==> src/rtl/tqpr_pkg.sv <==
package tqpr_pkg;
   localparam int MaxPages = 256;
   localparam int PageBits = 32;
   localparam int CapBits  = 9;

   typedef enum logic [1:0] {
      OUT_COLD  = 2'd0,
      OUT_PROMO = 2'd1,
      OUT_MAIN  = 2'd2,
      OUT_GHOST = 2'd3
   } outcome_type;

   localparam logic [1:0] EVICT_PROB = 2'd0;
   localparam logic [1:0] EVICT_MAIN = 2'd1;
endpackage

==> src/rtl/tqpr_cell.sv <==
// One frame or ghost slot: page tag, queue membership and rank. Commands are
// broadcast; the slot updates its own rank and reports match/tail hits.
module tqpr_cell #(
   parameter int PageBits = tqpr_pkg::PageBits,
   parameter int RankBits = 8
) (
   input  logic                clock,
   input  logic                reset,
   input  logic [PageBits-1:0] key,
   input  logic [RankBits:0]   tail_rank,
   input  logic                tail_q,
   input  logic                op_remove,
   input  logic                op_push,
   input  logic                op_write,
   input  logic                sel,
   input  logic                op_q,
   input  logic [RankBits:0]   op_rank,
   input  logic                set_dirty,
   input  logic                clr_dirty,
   output logic                match,
   output logic                is_tail,
   output logic                valid,
   output logic                in_main,
   output logic                dirty,
   output logic [RankBits:0]   rank,
   output logic [PageBits-1:0] page
);
   import tqpr_pkg::*;
   logic                valid_ff, valid_in, main_ff, main_in, dirty_ff, dirty_in;
   logic [RankBits:0]   rank_ff, rank_in;
   logic [PageBits-1:0] page_ff;

   assign match   = valid_ff && page_ff == key;
   assign is_tail = valid_ff && main_ff == tail_q && rank_ff == tail_rank;
   assign valid = valid_ff;
   assign in_main = main_ff;
   assign dirty = dirty_ff;
   assign rank = rank_ff;
   assign page = page_ff;

   always_comb begin
      valid_in = valid_ff;
      main_in  = main_ff;
      rank_in  = rank_ff;
      dirty_in = dirty_ff;
      if (op_remove) begin
         if (sel) valid_in = 1'b0;
         else if (valid_ff && main_ff == op_q && rank_ff > op_rank) rank_in = rank_ff - 1'b1;
      end
      if (op_push) begin
         if (sel) begin
            valid_in = 1'b1;
            main_in  = op_q;
            rank_in  = '0;
         end else if (valid_ff && main_ff == op_q) begin
            rank_in = rank_ff + 1'b1;
         end
      end
      if (sel && clr_dirty) dirty_in = 1'b0;
      if (sel && set_dirty) dirty_in = 1'b1;
   end

   always_ff @(posedge clock) begin
      if (reset) begin
         valid_ff <= 1'b0;
         main_ff  <= 1'b0;
         rank_ff  <= '0;
         dirty_ff <= 1'b0;
      end else begin
         valid_ff <= valid_in;
         main_ff  <= main_in;
         rank_ff  <= rank_in;
         dirty_ff <= dirty_in;
      end
      if (sel && op_write) page_ff <= key;
   end
endmodule

==> config.mk <==
export PLATFORM = sky130hd
export DESIGN_NAME = tqpr_cell
export DESIGN_NICKNAME = d
export VERILOG_FILES = /design/src/rtl/tqpr_pkg.sv /design/src/rtl/tqpr_cell.sv
export SDC_FILE = /design/constraint.sdc
export NUM_CORES = 1
export LEC_CHECK = 0
export BUFFER_PORTS_ARGS = -buffer_cell sky130_fd_sc_hd__buf_2
export CAP_MARGIN = 30
export CORE_MARGIN = 2
export CORE_UTILIZATION = 50
export CTS_BUF_LIST = sky130_fd_sc_hd__clkbuf_4 sky130_fd_sc_hd__clkbuf_8 sky130_fd_sc_hd__clkbuf_16
export CTS_CLUSTER_SIZE = 28
export DETAILED_ROUTE_END_ITERATION = 10
export PLACE_DENSITY = 0.84
export SLEW_MARGIN = 15
export SYNTH_ARGS = -nofsm -noshare
export SYNTH_HDL_FRONTEND = slang
export SYNTH_SLANG_ARGS = --single-unit
==> constraint.sdc <==
create_clock -name clock -period 6.15 [get_ports clock]
set_clock_uncertainty 0.15 [all_clocks]
set_input_delay 0.615 -clock clock [delete_from_list [all_inputs] [get_ports clock]]
set_output_delay 0.615 -clock clock [all_outputs]
set_load 0.02 [all_outputs]
Word level (Yosys, flattened, before mapping)
Index checks and enable logic that the tools add are counted.
{ "word_totals": {"in_bits": 60, "word_cells": 34, "output_inout_bits": 46, "regBits": 44} }
{ "op_classes": {"mux": 12, "reduce_logical": 10, "eq_ne": 4, "magnitude_cmp": 1, "add_sub_neg": 2} }
{ "op_table": {"columns": ["op", "n"], "rows": [
  ["two-way mux 9 bit", 6],
  ["equality test 32 bit", 1],
  ["adder 9 x 1 -> 9 bit (second input constant)", 1],
  ["equality test 9 bit", 1],
  ["greater-than comparator 9 bit", 1],
  ["subtractor 9 x 1 -> 9 bit (second input constant)", 1],
  ["logical AND 1 bit", 8],
  ["two-way mux 1 bit", 6],
  ["equality test 1 bit", 2],
  ["AND reduction 2 bit", 1],
  ["nonzero test 2 bit", 1]
]} }

Longest topological paths before layout
Gate-level depths: netlist of the first run.
{ "logic_depth": {"depth_word": 9, "mapped_depth": 9, "depth_no_buf": 8} }

Worst setup path after synthesis of the first run
No wires, ideal clock.
{ "synth_path": {"kind": "in2out", "start": "input key[18]", "end": "output match", "setup_slack_ns": 3.427, "t_required_ns": 5.385, "path_buffers": 0, "t_arrival_ns": 1.958, "path_stages": 5, "path_cell_list": "xnor2_1 -> nand4_1 -> nor4_1 -> nand4_1 -> nor4_1"} }
{ "synth_between": {"elab_chain_cells": 2} }
{ "synth_rtl": {"columns": ["item", "line", "text"], "rows": [
  ["from (decl)", "tqpr_cell.sv:9", "input logic [PageBits-1:0] key,"],
  ["equality test 32 bit", "tqpr_cell.sv:33", "assign match = valid_ff && page_ff == key;"],
  ["logical AND 1 bit", "tqpr_cell.sv:33", null],
  ["to (decl)", "tqpr_cell.sv:20", "output logic match,"]
]} }
No other way between the ends.

Worst setup path after layout of the first run
{ "layout_path": {"start": "input key[31]", "end": "output match"} }
Same word-level chain as after synthesis.

==> results of run 1 <==
==> state kept, by name (all words and copies together) (netlist names) <==
register,cells
valid,1
rank,9
dirty,1
page,32
in_main,1
==> area by class of cell <==
| cell class | instances | area (um^2) | share of cell area |
|---|---|---|---|
| inverters | 13 | 48.8 | 0.0152 |
| flip-flops and latches | 44 | 1200 | 0.373 |
| multi-input cells | 171 | 1230 | 0.383 |
| well taps | 67 | 83.8 | 0.0260 |
| clock inverters | 3 | 42.5 | 0.0132 |
| clock buffers | 5 | 68.8 | 0.0214 |
| repair buffers | 107 | 541 | 0.168 |
==> logic make-up (layout without fill, tap and decap cells) <==
family,after synthesis,in the layout,share of synthesized area
xor gates and xnor gates,44,44,0.156
AOI/OAI and AO/OA,42,42,0.111
buffers and inverters,21,128,0.0318
adders and majority gates,11,11,0.0547
DFF,44,44,0.478
and+or+nand+nor,73,73,0.164
muxes,1,1,0.00398
==> metal layers <==
metal | vias up | wire length (um) | global-route usage
met5 | - | 0 | 0
met1 | 1074 | 2710 | 0.291
met4 | 0 | 66 | 0.0655
met2 | 93 | 3240 | 0.398
li1 | 1088 | - | -
met3 | 9 | 486 | 0.0402
==> power by group <==
part | switching [uW] | leakage, uW | internal (uW)
Combinational | 65.1 | 0.000890 | 50.8
Sequential | 11.8 | 0.000398 | 336
Clock | 100 | 0.0000558 | 120
==> worst max-delay path, stage by stage <==
cell and delay [ns]:
buf_2 0.11, xnor2_1 0.18, nand4_1 0.11, nor4_1 0.41, nand4_1 0.14, nor4_1 0.30, buf_2 0.21
==> final timing paths <==
kind | startpoint | endpoint | slack (ns)
worst max register to register | rank[7] | rank[6] | 3.45
worst min-delay path | dirty | dirty | 0.36
worst min register to register | dirty | dirty | 0.36
worst max-delay path | key[31] | match | 3.31
==> metrics by stage <==
step / instances / power [uW] / cell area [um^2]
floorplan: 236 / 420 / 2510
CTS: 409 / 688 / 3210
global route: 410 / 712 / 3220
detailed placement: 401 / 470 / 3100
global placement: 401 / 466 / 3100
finish: 410 / 684 / 3220
==> placed cells by master (no fill, tap or decap), drive strengths merged, types with 2 or more instances in the layout <==
master    n
a211oi    2
a21boi    2
a21oi     8
a22oi     2
a31oi     4
a32oi     2
and2      3
and3      2
buf     107
clkbuf    5
clkinv    2
dfxtp    12
edfxtp   32
ha       11
inv      13
nand2    11
nand2b    3
nand3    13
nand4    11
nor2     10
nor3      3
nor4      3
o21a      2
o21ai     9
o31ai     4
or3       5
or4       5
xnor2    40
xor2      4
==> results.cfg, run 1 <==
[synthesis]
synth_flop_cell = edfxtp_1
synth_nets = 307
synth_cell_types = 43
synth_most_common_cell = xnor2_1
yosysWarnings = 0
async_flop_share = 0
synth_edf_count = 32
synth_area_leaders = edfxtp_1, xnor2_1, dfxtp_1
yosysSeqAreaShare = 0.478
synthCells = 236
yosysTopAreaCell = edfxtp_1
synth-seq-cells = 44
syn-cell-area_um2 = 2510
postSynthAreaPerCell_um2 = 10.7
synth_top_cell_area_share = 0.382
ys_top_cells_by_count = xnor2_1, edfxtp_1, inv_1, nand3_1, dfxtp_1

[layout]
nFillCells = 394
insertedDiodeCount = 0
final_net_count = 413
syn2layout_area_growth_pct = 28.0
utilization = 0.673
drive_above_1_share = 0.347

[worst_hold_path]
hp-class = reg2reg
whs_path_depth = 2

[sta]
finalCriticalPeriod_ns = 2.84
slew_viol_final = 0
timing.final.crit_share = 0.462
fmax_mhz = 352
setup_tns_ns = 0
relSlewSlack = 0.626
tightest_slew_ns = 0.558
layout_setup_ws_ns = 3.31
rsz0062_at_grt = false
setup_viol = 0
holdWs_ns = 0.358
hold_viol = 0

[routing]
drtAntennaViolNets = 0
post-route-drc-count = 0
viasPerCell = 5.52
vias = 2264
drt_iter0_drc = 132
drt-wirelength-per-cell_um = 15.9
wl_um = 6500
first_pass_iters = 4

[global_routing]
antenna_found_initial = 0
track_usage = 0.228
grt_pass1_wl_um = 9690
grt_max_degree = 33
grt_pass1_vias = 2109
grt_overflow = 0

[die]
io_pins = 106
die_area_um2 = 5610
fp-row-count = 25
start_util = 0.525
core-area_um2 = 4790
die_h_um = 74.9
die_w_um = 74.9

[power]
ir_worst_vdd_mv = 0.124
powerDensity_nw_per_um2 = 212
leakagePower_uw = 0.00134

[flow_run]
maxCapViolations = 0

[setup_path]
reg2regPathDepth = 8
setup.worst_path.class = in2out
cp-end-kind = output port
cp_max_fo = 2
timing.critical_path.from_type = input port
required_ns = 5.38
crit_arrival_ns = 2.08

[cts]
postCtsHoldBufs = 0
root_buffer = clkbuf_8
insertion_delay_ns = 0.29
ctsResizeCount = 0
numCtsBuffers = 5
h-tree-depth = 2
clk_pin_slew_ns = 0.08
post-cts-setup-buffers = 0
cts_tree = done
clockBufferDepth = 2
cts_sinks = 44

[placed_design]
io_buffer_count = 105
place_ws_ns = 3.20
gp_congestion = 0.922
hpwl_um = 5050

[outcome]
status = finished, final reports clean
(Power assumes the default switching activity.)
==> run 2, diff against run 1 <==
Settings changed: CORE_UTILIZATION 50 to 48, PLACE_DENSITY 0.84 to 0.81.
Clock period 6.15 ns to 2.93 ns, I/O delays scaled along.
==> run 2 against run 1 <==
Effect of this change: setup slack got worse by 2.9 ns; non-clock buffer count grew 1; die area is 3.9% higher; sequential share of layout area down 0.17 points; total power grew 110%; critical path type is now reg2reg; via count is 2.0% lower.
==> results.cfg, run 2 (synthesized netlist as in run 1, its figures left out) <==
[outcome]
status = finished, final reports clean

[power]
p_clk_frac = 0.327
p_int_uw = 1070
p_switching_uw = 374
seq_power_share = 0.506
p_sw_frac = 0.259
leakagePower_uw = 0.00135
p_comb_frac = 0.167
powerDensity_nw_per_um2 = 446
ir_worst_vdd_mv = 0.240

[setup_path]
required_ns = 3.01
cp_max_fo = 17
crit_path_cell_trace = ha_1, nand3_1, nor3_1, nor4b_4, o31ai_2, buf_4, or4_1, a32oi_1
crit_buf_inv = 1
crit_arrival_ns = 2.61
crit_family = simple AND/OR/NAND/NOR gates
worstSetupStartpoint = rank[3]
timing.critical_path.from_type = flip-flop
crit_cells = 8
cp_slowest_cell = dfxtp_1
r2r_setup_slack_ns = 0.40
reg2regPathDepth = 8
slowest_delay_ns = 0.58
r2r-end = rank[4]
setup.worst_path.class = reg2reg
cp-end-kind = flip-flop
r2r-start = rank[3]
setup.worst_path.end = rank[4]

[placed_design]
dp_cells = 406
io_buffer_count = 105
gp_congestion = 0.924
hpwl_um = 4850

[routing]
post-route-drc-count = 0
wl_um = 6130
first_pass_iters = 4
vias = 2218
viasPerCell = 5.36
drtAntennaViolNets = 0
drt-wirelength-per-cell_um = 14.8
drt_iter0_drc = 102

[die]
io_pins = 106
fp-row-count = 26
die_h_um = 76.4
core-area_um2 = 5070
start_util = 0.496
die_area_um2 = 5830
die_w_um = 76.4

[global_routing]
grt_pass1_wl_um = 10200
track_usage = 0.219
grt_max_degree = 33
grt_pass1_vias = 2115
grt_overflow = 0
antenna_found_initial = 0

[cts]
cts_tree = done
clockBufferDepth = 2
numCtsBuffers = 5
insertion_delay_ns = 0.30
clk_pin_slew_ns = 0.09
cts_sinks = 44
ctsResizeCount = 0
h-tree-depth = 2
root_buffer = clkbuf_8
postCtsHoldBufs = 0
post-cts-setup-buffers = 0

[worst_hold_path]
hp-class = in2reg
hold_start = key[7]

[layout]
final_cells = 414
insertedDiodeCount = 0
final_net_count = 414
syn2layout_area_growth_pct = 28.6
drive_above_1_share = 0.352
final_common_cell = buf_2
final_cell_mix = buf_2, xnor2_1, edfxtp_1
largest_register_ffs = 32

[sta]
slew_viol_final = 0
timing.final.crit_share = 0.865
relSlewSlack = 0.722
finalCriticalPeriod_ns = 2.53
rsz0062_at_grt = false
fmax_mhz = 395
hold_viol = 0
tightest_slew_ns = 0.416
setup_viol = 0
setup_tns_ns = 0

[flow_run]
maxCapViolations = 0
==> run 2: worst min path at each step <==
| stage | end | cells past startpoint | slack [ns] |
|---|---|---|---|
| 5_1_grt | page[6] | 1 | 0.03 |
| 2_1_floorplan | page[0] | 0 | 0.24 |
| 4_1_cts | page[30] | 1 | 0.03 |
| 3_5_place_dp | dirty | 2 | 0.34 |
| 6_report | page[7] | 1 | 0.04 |
| 3_3_place_gp | dirty | 2 | 0.33 |
==> run 2: layer usage <==
metal	track usage	share of wire	vias up
met4	0.0691	0.013	0
li1	-	-	1086
met1	0.295	0.44	1026
met2	0.350	0.47	98
met5	0	0	-
met3	0.0545	0.075	8
==> run 2: power by group through the flow <==
stage / logic (uW) / clock network (uW) / registers, uW
finish: 242 / 471 / 730
floorplan: 97.8 / 0 / 784
CTS: 243 / 485 / 730
detailed placement: 242 / 0 / 744
global placement: 238 / 0 / 741
global route: 263 / 511 / 735
==> run 2: final cells by class <==
class | count | area, um^2
Sequential cell | 44 | 1200
Fill cell | 427 | 1840
Clock buffer | 5 | 68.8
Tap cell | 70 | 87.6
Clock inverter | 3 | 46.3
Inverter | 13 | 48.8
Timing Repair Buffer | 108 | 548
Multi-Input combinational cell | 171 | 1230
==> run 2: stage by stage <==
step | cell area, um^2 | total power, uW | util | setup WS, ns | hold WS, ns
5_1_grt | 3230 | 1510 | 0.637 | 0.227 | 0.0325
4_1_cts | 3230 | 1460 | 0.637 | 0.410 | 0.0338
2_1_floorplan | 2510 | 882 | - | 0.593 | 0.242
3_3_place_gp | 3120 | 979 | 0.615 | 0.493 | 0.328
3_5_place_dp | 3120 | 986 | 0.615 | 0.436 | 0.344
6_report | 3230 | 1440 | 0.637 | 0.397 | 0.0449
==> run 3, diff against run 2 <==
Settings changed: GPL_TIMING_DRIVEN set to 0, SKIP_LAST_GASP set to 1.
==> run 3 against run 2 <==
Effect of this change: sequential power barely moved; hold slack got worse by 0.0093 ns; die area did not move; first-iteration DRC count grew 31%; flip-flop and latch count unchanged; total power grew 0.43%; critical path depth is the same; non-clock buffer count up 4; register-to-register slack got worse by 0.13 ns; routed wire length is 1.1% higher; clock-buffer cell count unchanged; global-route usage is 0.65 points lower; critical path type unchanged.
==> results.cfg, run 3 (synthesized netlist as in run 1, its figures left out) <==
[outcome]
status = finished, final reports clean

[sta]
hold_viol = 0
fmax_mhz = 376
relSlewSlack = 0.532
slew_viol_final = 0
timing.final.crit_share = 0.907
tightest_slew_ns = 0.701
finalCriticalPeriod_ns = 2.66
setup_viol = 0
rsz0062_at_grt = false
setup_tns_ns = 0

[cts]
cts_sinks = 44
post-cts-setup-buffers = 0
numCtsBuffers = 5
h-tree-depth = 2
cts_tree = done
clk_pin_slew_ns = 0.09
root_buffer = clkbuf_8
insertion_delay_ns = 0.30
postCtsHoldBufs = 0
ctsResizeCount = 0
clockBufferDepth = 2

[placed_design]
post_dp_cell_area_um2 = 3120
io_buffer_count = 104
gp_congestion = 0.990
hpwl_um = 4940

[power]
leakagePower_uw = 0.00134
p_comb_frac = 0.168
seq_power_share = 0.504
ir_worst_vdd_mv = 0.259
powerDensity_nw_per_um2 = 447
p_switching_uw = 380
p_clk_frac = 0.329
p_sw_frac = 0.262
p_int_uw = 1070

[setup_path]
setup.worst_path.end = rank[2]
r2r_setup_slack_ns = 0.27
r2r-start = rank[1]
setup.worst_path.class = reg2reg
reg2regPathDepth = 8
cp-end-kind = flip-flop
required_ns = 3.00
crit_arrival_ns = 2.73
cp_max_fo = 10
timing.critical_path.from_type = flip-flop
r2r-end = rank[2]
worstSetupStartpoint = rank[1]

[die]
io_pins = 106
die_area_um2 = 5830
die_w_um = 76.4
start_util = 0.496
die_h_um = 76.4
core-area_um2 = 5070
fp-row-count = 26

[layout]
final_cell_mix = buf_2, xnor2_1, edfxtp_1
drive_above_1_share = 0.342
multi_input_area_um2 = 1230
insertedDiodeCount = 0
syn2layout_area_growth_pct = 28.8
largest_register_ffs = 32
nFillCells = 446
finish.instance_area_um2 = 3240
regArea_um2 = 1200
final_common_cell = buf_2
final_net_count = 418

[global_routing]
grt_overflow = 0
track_usage = 0.213
grt_pass1_wl_um = 9960
antenna_found_initial = 0
grt_max_degree = 33
grt_pass1_vias = 2170

[routing]
vias = 2303
drt_iter0_drc = 134
post-route-drc-count = 0
viasPerCell = 5.51
drtAntennaViolNets = 0
drt-wirelength-per-cell_um = 14.8
first_pass_iters = 4
wl_um = 6200

[flow_run]
maxCapViolations = 0

[worst_hold_path]
hold_start = key[5]
hp-class = in2reg
## run 3: per-stage QoR
| stage | cells | setup slack (ns) | util | total power [uW] | hold slack, ns |
|---|---|---|---|---|---|
| 2_1_floorplan | 236 | 0.593 | - | 882 | 0.242 |
| 3_3_place_gp | 410 | 0.342 | 0.615 | 977 | 0.330 |
| 3_5_place_dp | 410 | 0.323 | 0.616 | 986 | 0.337 |
| 4_1_cts | 418 | 0.314 | 0.638 | 1460 | 0.0302 |
| 5_1_grt | 418 | 0.100 | 0.638 | 1510 | 0.0266 |
| 6_report | 418 | 0.271 | 0.638 | 1450 | 0.0356 |
## run 3: worst min-delay path by stage
stage	endpoint	slack (ns)	depth (start not counted)
final	page[5]	0.04	1
after global routing	page[8]	0.03	1
after CTS	page[5]	0.03	1
after detailed placement	dirty	0.34	2
after global placement	dirty	0.33	2
after floorplan	page[0]	0.24	0
## run 3: worst max-delay path, stage by stage (launching register included)
cell	delay (ns)
dfxtp_1	0.53
ha_1	0.31
nor2b_1	0.13
o21bai_1	0.12
a31oi_1	0.11
o31ai_2	0.54
buf_2	0.34
o21ai_0	0.12
a32oi_1	0.22
## run 3: final cells by class
| type | count | area share |
|---|---|---|
| inverters | 13 | 0.0151 |
| well taps | 70 | 0.0270 |
| flip-flops and latches | 44 | 0.371 |
| multi-input cells | 171 | 0.381 |
| clock inverters | 3 | 0.0143 |
| clock buffers | 5 | 0.0212 |
| repair buffers | 104 | 0.161 |
| plain buffers | 8 | 0.00966 |
## run 3: power groups by stage
stage | Clock [uW] | Combinational, uW | Sequential (uW)
finish | 476 | 243 | 729
global route | 509 | 263 | 735
CTS | 486 | 243 | 729
detailed placement | 0 | 243 | 744
global placement | 0 | 236 | 741
floorplan | 0 | 97.8 | 784
## run 3: routing by layer
| layer | GRT usage | share of wire | up-vias |
|---|---|---|---|
| met2 | 0.355 | 0.48 | 114 |
| met5 | 0 | 0 | - |
| met4 | 0.0745 | 0.020 | 0 |
| li1 | - | - | 1096 |
| met1 | 0.273 | 0.42 | 1079 |
| met3 | 0.0486 | 0.079 | 14 |
